**src/rtl/core/spom_pkg.sv**
```systemverilog
// shared types, widths and codes for the sweep-and-prune occlusion marker
// no dependencies

package spom_pkg;

	localparam int ACTIVE_DEPTH_DEF = 64;
	localparam int COORD_LIMIT_DEF  = 16384;

	localparam int ID_W        = 16;
	localparam int Y_W         = 14;
	localparam int DEPTH_W     = 24;
	localparam int QUEUE_DEPTH = 4;
	localparam int S_TDATA_W   = 88;
	localparam int M_TDATA_W   = 24;
	localparam int S_TUSER_W   = 2;

	typedef enum logic [1:0] {
		KIND_EDGE_IN  = 2'd0,
		KIND_EDGE_OUT = 2'd1,
		KIND_POINT    = 2'd2
	} kind_t;

	typedef enum logic [2:0] {
		ST_IDLE,
		ST_PROBE,
		ST_SEARCH,
		ST_READ_LAST,
		ST_COPY,
		ST_EMIT
	} back_state_t;

	// classified command handed from front to back
	typedef struct packed {
		kind_t                     op;
		logic [ID_W-1:0]           id;
		logic [Y_W-1:0]            top;
		logic [Y_W-1:0]            bottom;
		logic [Y_W-1:0]            cy;
		logic signed [DEPTH_W-1:0] depth;
	} cmd_t;

	// one active-set entry
	typedef struct packed {
		logic [ID_W-1:0]           id;
		logic [Y_W-1:0]            top;
		logic [Y_W-1:0]            bottom;
		logic signed [DEPTH_W-1:0] depth;
		logic                      marked;
	} entry_t;

	typedef struct packed {
		logic            kind;
		logic [ID_W-1:0] id;
		logic            hit;
		logic            error;
		logic            overflow;
	} res_t;

endpackage

```
**src/rtl/core/spom_front.sv**
```systemverilog
// front end: input transaction capture, kind decode and y saturation
// depends on spom_pkg

module spom_front #(
	parameter int COORD_LIMIT = spom_pkg::COORD_LIMIT_DEF
) (
	input  logic                            clk,
	input  logic                            arst_n,
	input  logic                            s_tvalid,
	output logic                            s_tready,
	input  logic [spom_pkg::S_TDATA_W-1:0]  s_tdata,
	input  logic [spom_pkg::S_TUSER_W-1:0]  s_tuser,
	output logic                            cmd_vld,
	output spom_pkg::cmd_t                  cmd,
	input  logic                            cmd_rdy
);

	localparam int YW = spom_pkg::Y_W;
	localparam int IW = spom_pkg::ID_W;
	localparam int DW = spom_pkg::DEPTH_W;
	localparam logic [YW-1:0] Y_SAT = YW'(COORD_LIMIT - 1);

	logic           vld_s1;
	spom_pkg::cmd_t cmd_s1;
	spom_pkg::cmd_t dec;
	logic           keep;
	logic           accept;

	function automatic logic [YW-1:0] sat_y(input logic [YW-1:0] y);
		if (32'(y) >= 32'(COORD_LIMIT))
			return Y_SAT;
		return y;
	endfunction

	always_comb begin
		dec.op     = spom_pkg::kind_t'(s_tuser);
		dec.id     = s_tdata[IW-1:0];
		dec.top    = sat_y(s_tdata[IW+YW-1:IW]);
		dec.bottom = sat_y(s_tdata[IW+2*YW-1:IW+YW]);
		dec.cy     = sat_y(s_tdata[IW+3*YW-1:IW+2*YW]);
		dec.depth  = $signed(s_tdata[IW+3*YW+DW-1:IW+3*YW]);
		case (s_tuser)
			spom_pkg::KIND_EDGE_IN,
			spom_pkg::KIND_EDGE_OUT,
			spom_pkg::KIND_POINT: keep = 1'b1;
			default:              keep = 1'b0;
		endcase
	end

	assign s_tready = !vld_s1 || cmd_rdy;
	assign accept   = s_tvalid && s_tready;
	assign cmd_vld  = vld_s1;
	assign cmd      = cmd_s1;

	always_ff @(posedge clk or negedge arst_n) begin
		if (!arst_n) begin
			vld_s1 <= 1'b0;
		end else if (s_tready) begin
			// unused kind codes are dropped here
			vld_s1 <= accept && keep;
		end
	end

	always_ff @(posedge clk) begin
		if (accept) begin
			cmd_s1 <= dec;
		end
	end

endmodule

```
**config.mk**
```make
export PLATFORM = sky130hd
export DESIGN_NAME = spom_front
export DESIGN_NICKNAME = d
export VERILOG_FILES = /design/src/rtl/core/spom_pkg.sv /design/src/rtl/core/spom_front.sv
export SDC_FILE = /design/constraint.sdc
export NUM_CORES = 1
export LEC_CHECK = 0
export BUFFER_PORTS_ARGS = -buffer_cell sky130_fd_sc_hd__buf_4
export CORE_MARGIN = 2
export CORE_UTILIZATION = 40
export CTS_CLUSTER_DIAMETER = 100
export DETAILED_ROUTE_END_ITERATION = 8
export PLACE_DENSITY = 0.77
export SLEW_MARGIN = 20
export SYNTH_ARGS = -nofsm -noshare
export SYNTH_HDL_FRONTEND = slang
export SYNTH_SLANG_ARGS = --single-unit
```
**constraint.sdc**
```tcl
create_clock -name clk -period 1.81 [get_ports clk]
set_clock_uncertainty 0.05 [all_clocks]
set_input_delay 0.362 -clock clk [delete_from_list [all_inputs] [get_ports clk]]
set_output_delay 0.362 -clock clk [all_outputs]
set_load 0.02 [all_outputs]
```
==> impl_metrics.json <==
{
  "outcome": "finished, final reports clean",
  "synth-seq-area-share_pct": 98.60,
  "post-place-ws_ns": 0.4006,
  "area_growth_pct": 63.58,
  "cp_cell_sequence": "nand2b_4 > buf_4",
  "io_buffers": 173,
  "fin_hold_ws_ns": 0.1414,
  "synth_nets": 183,
  "grt_max_degree": 62,
  "cp.arrival_ns": 0.99,
  "fin_setup_tns_ns": 0,
  "cts-root-buf": "clkbuf_8",
  "drtIter0Drc": 91,
  "powerDensity_mw_per_mm2": 998.6,
  "ctsHoldBuffers": 1,
  "synth_top_area_cell": "edfxtp_1",
  "hold_viol_final": 0,
  "ant_nets": 0,
  "place_congestion": 0.7381,
  "vias_per_cell": 4.494,
  "min_period_ns": 1.404,
  "die_area_mm2": 0.007118,
  "numCtsBuffers": 9,
  "ys_seq_elements": 85,
  "num_rows": 29,
  "synth_top_area_share_pct": 97.63,
  "layout.nets": 370,
  "gr-total-overflow": 0,
  "endpoint_kind": "primary output",
  "dpl_cell_area_mm2": 0.004006,
  "initial_core_util_pct": 40.92,
  "hold_path.class": "input pin to flop",
  "clk_pin_slew_ns": 0.08,
  "clk-insertion-delay-late_ns": 0.34,
  "syn_avg_cell_area_um2": 29.03,
  "slowest_delay_ns": 0.42,
  "drc": 0,
  "fin_crit_sh_pct": 77.54,
  "routed_wirelength_mm": 5.945,
  "fin_ws_ns": 0.4065,
  "die_w_um": 84.37,
  "p_leak_nw": 1.792,
  "worst_pin_slew_ns": 0.3217,
  "synth.area.top_cells": "edfxtp_1, dfrtp_1, nand2b_4",
  "wl_per_cell_um": 16.61,
  "rsz0062_at_grt": "false",
  "cts.sinks": 85,
  "die_h_um": 84.37,
  "startpoint_type": "flop",
  "cap_violations": 0,
  "worst_ir_drop_vdd_mv": 0.6362,
  "grtUsageTotal_pct": 16.80,
  "fin_total_pwr_mw": 4.221,
  "syn_inst": 89,
  "cts_resized": 0,
  "cpMaxStageDelayCell": "dfrtp_1",
  "cp.required_ns": 1.40,
  "clk_path_buf_depth": 2,
  "tritoncts": "yes",
  "synth_warnings": 0,
  "cts_setup_buffers": 0,
  "hpwl_mm": 4.585,
  "path_max_fanout": 3,
  "grt_first_pass_wirelength_mm": 8.666,
  "first_pass_iters": 4,
  "core_area_mm2": 0.006314,
  "grt_pass1_vias": 1749,
  "num_vias": 1609,
  "synth.distinct_cells": 6,
  "cts_max_level": 3,
  "n_antenna_cell": 0,
  "setup_viol": 0,
  "stdcell_area_mm2": 0.004227,
  "slew_headroom_pct": 78.56,
  "io_pins": 180,
  "drive_above_1_share_pct": 68.33,
  "fmax_mhz": 712.5,
  "report.final.slew_viol_count": 0,
  "crit_type": "flop to primary output",
  "antenna_found_initial": 0,
  "synthesis.area_mm2": 0.002584
}
[layer usage]
metal	GRT usage [%]	up-vias	routed length, µm
met2	27.78	106	3159
met1	15.53	749	1741
met3	10.03	20	803
li1	-	734	-
met4	10.97	0	240
met5	0	-	0
[kinds of logic after synthesis]
group	synth area share, %
flops	98.60
simple gates	1.017
compound gates	0.3874
[flip-flops by register name, indices dropped and copies added, names as in the netlist]
signal	count
cmd	84
cmd_vld	1
[cells in the final DEF, fill, tap and decap left out, drive strengths merged]
master / instances
buf: 175
and2: 1
inv: 1
a21bo: 1
nand2b: 1
edfxtp: 84
dfrtp: 1
clkinv: 1
clkbuf: 12
nand2: 1
dlygate4sd3: 1
clkinvlp: 1
bufinv: 1
[path summary, 6_finish.rpt]
check                       startpoint        to  slack, ns  cells after the start
setup / recovery               cmd_vld  s_tready       0.41                      2
hold reg to reg                cmd_vld   cmd_vld       0.52                      2
hold / removal             s_tdata[16]   cmd[52]       0.14                      1
setup reg to reg               cmd_vld   cmd[68]       0.44                      3
min in group asynchronous       arst_n   cmd_vld       0.27                      2
max in group asynchronous       arst_n   cmd_vld       1.36                      2
[where the power goes]
| group | switching (mW) | leakage [nW] | internal (mW) |
|---|---|---|---|
| Sequential | 0.0337 | 0.816 | 2.30 |
| Clock | 0.630 | 0.103 | 0.721 |
| Combinational | 0.268 | 0.873 | 0.264 |
| Total | 0.931 | 1.79 | 3.29 |
[worst max-delay path: cells and delay by family, from the launching register on]
kind / cells / cell delay [ns]
buffers and inverters: 1 / 0.14
AND/OR/NAND/NOR: 1 / 0.09
flip-flops: 1 / 0.42
[synth_stat cells, drive strengths merged]
cell and count:
nand2b 1, edfxtp 84, nand2 1, and2 1, dfrtp 1, a21bo 1
[final cells by class]
type	count	area, µm²
clock buffers	12	155.1
flip-flops and latches	85	2547
multi-input cells	4	36.28
fillers	454	2087
clock inverters	4	55.05
repair buffers	176	1336
well taps	77	96.34
[through the flow]
step / std cells / util, %
2_1_floorplan: 89 / -
3_3_place_gp: 341 / 63.46
3_5_place_dp: 341 / 63.46
4_1_cts: 358 / 66.94
5_1_grt: 358 / 66.94
6_report: 358 / 66.94
(Power assumes the default switching activity.)
