$ cat config.mk
export PLATFORM = sky130hd
export DESIGN_NAME = spom_queue
export DESIGN_NICKNAME = d
export VERILOG_FILES = /design/src/rtl/core/spom_pkg.sv /design/src/rtl/core/spom_queue.sv
export SDC_FILE = /design/constraint.sdc
export NUM_CORES = 1
export LEC_CHECK = 0
export ABC_CLOCK_PERIOD_IN_PS = 3100
export BUFFER_PORTS_ARGS = -buffer_cell sky130_fd_sc_hd__buf_4
export CORE_AREA = 2 2 161 163
export DETAILED_ROUTE_END_ITERATION = 7
export DIE_AREA = 0 0 163 165
export PLACE_DENSITY = 0.74
export SYNTH_ARGS = -nofsm -noshare
export SYNTH_HDL_FRONTEND = slang
export SYNTH_SLANG_ARGS = --single-unit
$ cat constraint.sdc
create_clock -name clk -period 3.1 [get_ports clk]
set_input_delay 0.93 -clock clk [delete_from_list [all_inputs] [get_ports clk]]
set_output_delay 0.93 -clock clk [all_outputs]
set_load 0.005 [all_outputs]
$ cat src/rtl/core/spom_pkg.sv
// shared types, widths and codes for the sweep-and-prune occlusion marker
// no dependencies

package spom_pkg;

	localparam int ACTIVE_DEPTH_DEF = 64;
	localparam int COORD_LIMIT_DEF  = 16384;

	localparam int ID_W        = 16;
	localparam int Y_W         = 14;
	localparam int DEPTH_W     = 24;
	localparam int QUEUE_DEPTH = 4;
	localparam int S_TDATA_W   = 88;
	localparam int M_TDATA_W   = 24;
	localparam int S_TUSER_W   = 2;

	typedef enum logic [1:0] {
		KIND_EDGE_IN  = 2'd0,
		KIND_EDGE_OUT = 2'd1,
		KIND_POINT    = 2'd2
	} kind_t;

	typedef enum logic [2:0] {
		ST_IDLE,
		ST_PROBE,
		ST_SEARCH,
		ST_READ_LAST,
		ST_COPY,
		ST_EMIT
	} back_state_t;

	// classified command handed from front to back
	typedef struct packed {
		kind_t                     op;
		logic [ID_W-1:0]           id;
		logic [Y_W-1:0]            top;
		logic [Y_W-1:0]            bottom;
		logic [Y_W-1:0]            cy;
		logic signed [DEPTH_W-1:0] depth;
	} cmd_t;

	// one active-set entry
	typedef struct packed {
		logic [ID_W-1:0]           id;
		logic [Y_W-1:0]            top;
		logic [Y_W-1:0]            bottom;
		logic signed [DEPTH_W-1:0] depth;
		logic                      marked;
	} entry_t;

	typedef struct packed {
		logic            kind;
		logic [ID_W-1:0] id;
		logic            hit;
		logic            error;
		logic            overflow;
	} res_t;

endpackage

$ cat src/rtl/core/spom_queue.sv
// short command fifo between front and back
// depends on spom_pkg

module spom_queue (
	input  logic           clk,
	input  logic           arst_n,
	input  logic           push,
	input  spom_pkg::cmd_t push_data,
	output logic           not_full,
	input  logic           pop,
	output logic           not_empty,
	output spom_pkg::cmd_t pop_data
);

	localparam int QD  = spom_pkg::QUEUE_DEPTH;
	localparam int QAW = (QD > 1) ? $clog2(QD) : 1;
	localparam int QCW = $clog2(QD + 1);

	spom_pkg::cmd_t   slots_q [QD];
	logic [QAW-1:0]   wr_ptr_q;
	logic [QAW-1:0]   rd_ptr_q;
	logic [QCW-1:0]   fill_q;
	logic             do_push;
	logic             do_pop;

	assign not_full  = fill_q != QCW'(QD);
	assign not_empty = fill_q != '0;
	assign do_push   = push && not_full;
	assign do_pop    = pop && not_empty;
	assign pop_data  = slots_q[rd_ptr_q];

	function automatic logic [QAW-1:0] bump(input logic [QAW-1:0] p);
		if (p == QAW'(QD - 1))
			return '0;
		return p + 1'b1;
	endfunction

	always_ff @(posedge clk or negedge arst_n) begin
		if (!arst_n) begin
			wr_ptr_q <= '0;
			rd_ptr_q <= '0;
			fill_q   <= '0;
		end else begin
			if (do_push)
				wr_ptr_q <= bump(wr_ptr_q);
			if (do_pop)
				rd_ptr_q <= bump(rd_ptr_q);
			if (do_push && !do_pop)
				fill_q <= fill_q + 1'b1;
			else if (do_pop && !do_push)
				fill_q <= fill_q - 1'b1;
		end
	end

	always_ff @(posedge clk) begin
		if (do_push)
			slots_q[wr_ptr_q] <= push_data;
	end

endmodule

==> results of run 1 <==
## worst reg2reg max path, cell delays in order, from the launching register on
cell and delay, ns:
dfrtp_1 0.42, or3_1 0.40, nand2_1 0.15, ha_1 0.22, inv_1 0.07, fa_1 0.37
xor2_1 0.15, nor2_1 0.11, xor2_1 0.15
## kinds of logic after synthesis
kind of cell	Yosys count	synth area share, %
simple gates	11	0.428
mux	89	15.5
flops	343	81.6
buf+inv	22	1.50
xor+xnor	3	0.209
compound gates	1	0.0597
fa+ha+maj	7	0.756
## power by group
| part | internal [mW] | switching, mW | leakage (nW) |
|---|---|---|---|
| clock network | 2.43 | 1.61 | 0.539 |
| registers | 6.12 | 0.312 | 3.16 |
| logic | 2.66 | 2.05 | 1.71 |
## timing repair
item,in CTS,in global routing
setup buffers,1,8
setup endpoints to repair,45,67
resized for setup,21,0
pin swaps,0,0
cloned,0,1
## how the worst max path moves through the flow
| stage | start | endpoint | cells after the start |
|---|---|---|---|
| floorplan | push | slots_q[0][0] | 2 |
| global placement | rd_ptr_q[0] | pop_data[41] | 3 |
| detailed placement | rd_ptr_q[1] | pop_data[54] | 3 |
| CTS | rd_ptr_q[0] | pop_data[34] | 3 |
| global route | rd_ptr_q[0] | pop_data[54] | 4 |
| finish | rd_ptr_q[0] | pop_data[54] | 4 |
## through the flow
stage	hold WS [ns]	worst slack (ns)	TNS [ns]
after detailed placement	0.512	0.480	0
after CTS	0.231	-0.0291	-0.242
after global placement	0.495	0.496	0
after floorplan	0.477	0.274	0
after global routing	0.238	0.0630	0
final	0.246	0.129	0
## cell usage in the layout, fill, tap and decap left out
cell type,Yosys,layout
clkinv_4,0,2
and2_4,0,4
buf_12,4,12
buf_16,0,2
dfrtp_1,7,5
mux4_2,84,84
clkbuf_16,0,38
clkinvlp_4,0,2
ha_1,6,6
buf_4,4,165
clkinv_1,0,4
fa_1,1,1
nand2_1,2,2
nor2_1,4,4
xnor2_1,1,1
inv_1,3,3
diode_2,0,1
clkinv_2,0,4
dfrtp_4,0,2
xor2_1,2,2
a21boi_1,1,1
edfxtp_1,336,336
buf_6,1,19
mux2_2,5,5
or3_1,1,1
clkbuf_1,0,9
bufinv_16,0,3
## metal layers
metal / vias up / part of all wire [%] / track usage (%)
met5: - / 0.055 / 0
met4: 2 / 1.6 / 4.14
met3: 33 / 6.9 / 4.12
met2: 209 / 52 / 30.1
met1: 2992 / 40 / 22.8
li1: 2483 / - / -
## layout make-up
class	count	share of cell area (%)
diodes	1	0.0159
clock buffers	46	6.10
clock inverters	15	1.00
inverters	3	0.0716
multi-input cells	111	13.6
flip-flops and latches	343	65.3
well taps	330	2.62
repair buffers	199	11.3
## flip-flops by register name, summed over array words and instances, names as in the netlist
signal,count
fill_q,3
rd_ptr_q,2
slots_q,336
wr_ptr_q,2
==> impl_metrics.json, run 1 <==
{
  "status": "finished, final reports clean",
  "setup_viol": 0,
  "grt_pass1_vias": 6087,
  "path_common_cell": "buf_4",
  "port-buffer-count": 173,
  "synth_top_cells_by_count": "336 x edfxtp_1, 84 x mux4_2, 7 x dfrtp_1, 6 x buf_2, 6 x ha_1",
  "initial_core_util_pct": 50.3,
  "cts_tree": "done",
  "regArea_um2": 10300,
  "detail-route-antenna-nets": 0,
  "crit_chain": "buf_4 > buf_16 > mux4_2 > buf_4",
  "dp_hpwl_mm": 14.4,
  "routabilityCongestion": 0.712,
  "fmax_ghz": 0.337,
  "hp-class": "input port to asynchronous set/reset pin",
  "die-width_um": 163,
  "drive_gt1_share_pct": 47.7,
  "vdd_drop_max_v": 0.000530,
  "final_cell_area_um2": 15700,
  "stdcell_count": 1048,
  "clockBufferDepth": 3,
  "power.density_nw_per_um2": 966,
  "grtUsageTotal_pct": 17.5,
  "reg2reg_depth": 8,
  "fill_cells": 1696,
  "rows": 58,
  "worst_pin_slew_ns": 0.420,
  "r2r_start": "fill_q[2]",
  "final_util_pct": 62.8,
  "worst_ep_required_time_ns": 2.17,
  "p_total_mw": 15.2,
  "vias": 5719,
  "avgRoutedWirePerCell_um": 22.5,
  "drt_iter0_drc": 380,
  "synthCells": 476,
  "vias_per_cell": 5.46,
  "route.detailed.drc": 0,
  "slowest_delay_ns": 0.56,
  "insertion_delay_ns": 0.50,
  "startpoint_type": "register",
  "gr-total-overflow": 0,
  "dieArea_um2": 26900,
  "critical_path_peak_fanout": 18,
  "cts_root_buffer": "clkbuf_16",
  "synth_edf_count": 336,
  "syn-cell-area_um2": 12600,
  "path_buf_inv": 3,
  "grt_pass1_wl_mm": 34.8,
  "cp-end-kind": "output port",
  "path_class": "register to output port",
  "clock_sinks": 343,
  "synth_most_common_cell": "edfxtp_1",
  "ys_async_sr_fraction_pct": 2.04,
  "final_max_slew_viol_count": 0,
  "slew-limit-headroom_pct": 72.0,
  "ys_seq_elements": 343,
  "antenna_found_initial": 2,
  "h-tree-depth": 2,
  "synthDominantCellAreaShare_pct": 80.2,
  "critical_path_arrival_ns": 2.04,
  "first_pass_iters": 4,
  "syn_avg_cell_area_um2": 26.4,
  "synth_nets": 571,
  "crit_family": "multiplexers",
  "rr_endpoint": "fill_q[2]",
  "rsz0062_at_grt": "false",
  "yosysWarnings": 0,
  "syn2layout_area_growth_pct": 25.0,
  "clk_pin_slew_ns": 0.05,
  "ys_types": 20,
  "hold_viol_final": 0,
  "r2r_slack_ns": 0.97,
  "finalWirelength_mm": 23.6,
  "yosysSeqAreaShare_pct": 81.6,
  "holdBufCountCts": 0,
  "ys.flop_type": "edfxtp_1",
  "post-synth-top-area-cell": "edfxtp_1",
  "worst_path_max_delay_cell": "mux4_2",
  "cts_made_buffers": 35,
  "fin_crit_ns": 2.97,
  "multi_input_area_um2": 2140,
  "dp.cells": 976,
  "ys_top_cells_by_area": "edfxtp_1 80%, mux4_2 15%, dfrtp_1 1.4%, buf_12 0.64%, ha_1 0.60%",
  "period_share_pct": 95.8,
  "finClkSkew_ns": 0.0147,
  "postPlaceCellArea_um2": 14400,
  "die_h_um": 165,
  "grt_max_degree": 37,
  "fin_nets": 788,
  "io_pins": 174,
  "cellLeakagePower_nw": 5.41,
  "drv_cap": 0,
  "fp.coreArea_um2": 25000
}
No activity file was read; power rests on OpenSTA's default activity.
==> run 2: changes to the inputs <==
--- a/config.mk
+++ b/config.mk
@@ -6,6 +6,6 @@
 export NUM_CORES = 1
 export LEC_CHECK = 0
-export ABC_CLOCK_PERIOD_IN_PS = 3100
-export BUFFER_PORTS_ARGS = -buffer_cell sky130_fd_sc_hd__buf_4
+export ABC_CLOCK_PERIOD_IN_PS = 2500
+export BUFFER_PORTS_ARGS = -buffer_cell sky130_fd_sc_hd__buf_2
 export CORE_AREA = 2 2 161 163
 export DETAILED_ROUTE_END_ITERATION = 7
==> constraint.sdc (replaced) <==
create_clock -name clk -period 2.5 [get_ports clk]
set_input_delay 0.375 -clock clk [delete_from_list [all_inputs] [get_ports clk]]
set_output_delay 0.375 -clock clk [all_outputs]
set_load 0.005 [all_outputs]
==> run 2 against run 1 <==
Clock skew down 0.0033 ns; combinational power rose by 3%; critical path depth shrank 1; count of clock-buffer cells in the layout shrank 2; worst hold slack got worse by 0.16 ns; final cell count decreased by 0.86%; core utilization shrank 2.7 points; global-route usage down 0.51 points; clock power rose by 20%; critical endpoint is now pop_data[43].
==> impl_metrics.json, run 2 (synthesis results as in run 1) <==
{
  "largest_register": "slots_q",
  "antenna_found_initial": 3,
  "rsz0062_at_grt": "false",
  "die_h_um": 165,
  "period_share_pct": 95.8,
  "fp.coreArea_um2": 25000,
  "power.density_nw_per_um2": 1170,
  "fmax_ghz": 0.417,
  "fin_nets": 779,
  "hold_path_depth": 1,
  "drive_gt1_share_pct": 46.8,
  "port-buffer-count": 173,
  "route.detailed.drc": 0,
  "hold_start": "push_data[71]",
  "largest_register_ffs": 336,
  "drt_iter0_drc": 420,
  "initial_core_util_pct": 50.3,
  "grt_pass1_vias": 5997,
  "hold_slack_ns": 0.0813,
  "min_to": "slots_q[0][71]",
  "startpoint_type": "register",
  "r2r_slack_ns": 0.37,
  "p_total_mw": 17.6,
  "clock_sinks": 343,
  "detail-route-antenna-nets": 0,
  "mostFrequentLayoutCells": "336 x edfxtp_1, 173 x buf_2, 84 x mux4_2, 37 x clkbuf_16, 11 x buf_12",
  "worst_ep_required_time_ns": 2.12,
  "cp-end-kind": "output port",
  "vias": 5624,
  "hold_viol_final": 0,
  "cts_root_buffer": "clkbuf_16",
  "dp_hpwl_mm": 13.8,
  "final_common_cell": "edfxtp_1",
  "post-place-ws_ns": 0.398,
  "clk_pin_slew_ns": 0.06,
  "worst_slack_ns": 0.104,
  "final_util_pct": 60.2,
  "fin_setup_tns_ns": 0,
  "gr-total-overflow": 0,
  "finClkSkew_ns": 0.0114,
  "dieArea_um2": 26900,
  "slew-limit-headroom_pct": 70.8,
  "critical_path_arrival_ns": 2.02,
  "hp-class": "input port to register",
  "grt_pass1_wl_mm": 34.0,
  "rows": 58,
  "die-width_um": 163,
  "fin_crit_ns": 2.40,
  "cellLeakagePower_nw": 5.16,
  "cts_made_buffers": 34,
  "critical_path_peak_fanout": 35,
  "grt_max_degree": 36,
  "worst_pin_slew_ns": 0.438,
  "r2r_start": "fill_q[0]",
  "clockBufferDepth": 3,
  "path_class": "register to output port",
  "final_max_slew_viol_count": 0,
  "grtUsageTotal_pct": 17.0,
  "status": "finished, final reports clean",
  "io_pins": 174,
  "vias_per_cell": 5.41,
  "h-tree-depth": 2,
  "first_pass_iters": 4,
  "syn2layout_area_growth_pct": 19.7,
  "fill_cells": 1777,
  "vdd_drop_max_v": 0.000759,
  "cts_tree": "done",
  "insertion_delay_ns": 0.50,
  "drv_cap": 0,
  "routabilityCongestion": 0.725,
  "largest_registers": "slots_q: 336 flops, fill_q: 3 flops",
  "rr_endpoint": "fill_q[2]",
  "setup_viol": 0,
  "reg2reg_depth": 8,
  "finalWirelength_mm": 22.7,
  "avgRoutedWirePerCell_um": 21.9
}
-- run 2: changes by cell type in the layout (fill, tap and decap cells not counted), sizes merged --
| cell | delta |
|---|---|
| diode | +1 |
| clkinv | +3 |
| clkinvlp | -2 |
| dlygate4sd3 | +1 |
| clkbuf | -3 |
| buf | -8 |
| bufinv | -1 |
-- run 2: how the worst max path moves through the flow --
stage               cells after the start   startpoint            end
global placement                        8    fill_q[2]      fill_q[2]
global route                            3  rd_ptr_q[0]   pop_data[43]
finish                                  3  rd_ptr_q[0]   pop_data[43]
detailed placement                      8    fill_q[0]      fill_q[2]
CTS                                     3  rd_ptr_q[0]   pop_data[80]
floorplan                               3    fill_q[0]  slots_q[0][0]
-- run 2: worst max-delay path: stages (launching register included) --
cell	delay (ns)
dfrtp_4	0.46
buf_12	0.29
mux4_2	0.60
buf_2	0.15
-- run 2: power breakdown --
part / leakage, nW / internal (mW) / switching (mW)
combinational: 1.47 / 2.48 / 2.37
sequential: 3.16 / 7.59 / 0.356
clock: 0.529 / 2.88 / 1.96
-- run 2: through the flow --
stage	instance area, um^2	std cells
after global routing	15100	1038
after floorplan	12600	476
after global placement	14000	976
final	15100	1039
after detailed placement	14000	976
after CTS	15100	1037
-- run 2: metal layers --
metal / up-vias / track usage (%) / wire length (um)
met4: 2 / 5.07 / 519
met1: 2951 / 21.5 / 9290
met2: 165 / 29.1 / 11500
met3: 41 / 4.42 / 1390
li1: 2465 / - / -
met5: - / 0 / 15
-- run 2: final cells by class --
cell class | instances | area [um^2] | share of cell area (%)
flip-flops and latches | 343 | 10300 | 68.2
multi-input cells | 111 | 2140 | 14.2
repair buffers | 191 | 1150 | 7.65
clock buffers | 44 | 952 | 6.32
well taps | 330 | 413 | 2.74
clock inverters | 15 | 118 | 0.781
inverters | 3 | 11.3 | 0.0748
diodes | 2 | 5.00 | 0.0332
-- run 2: timing repair --
action / in CTS / in global routing
pin swaps: 0 / 0
endpoints found under the hold margin: 7 / 0
setup endpoints to repair: 8 / 8
gates resized for setup: 0 / 1
buffers inserted: 1 / 0
hold buffers: 1 / 0
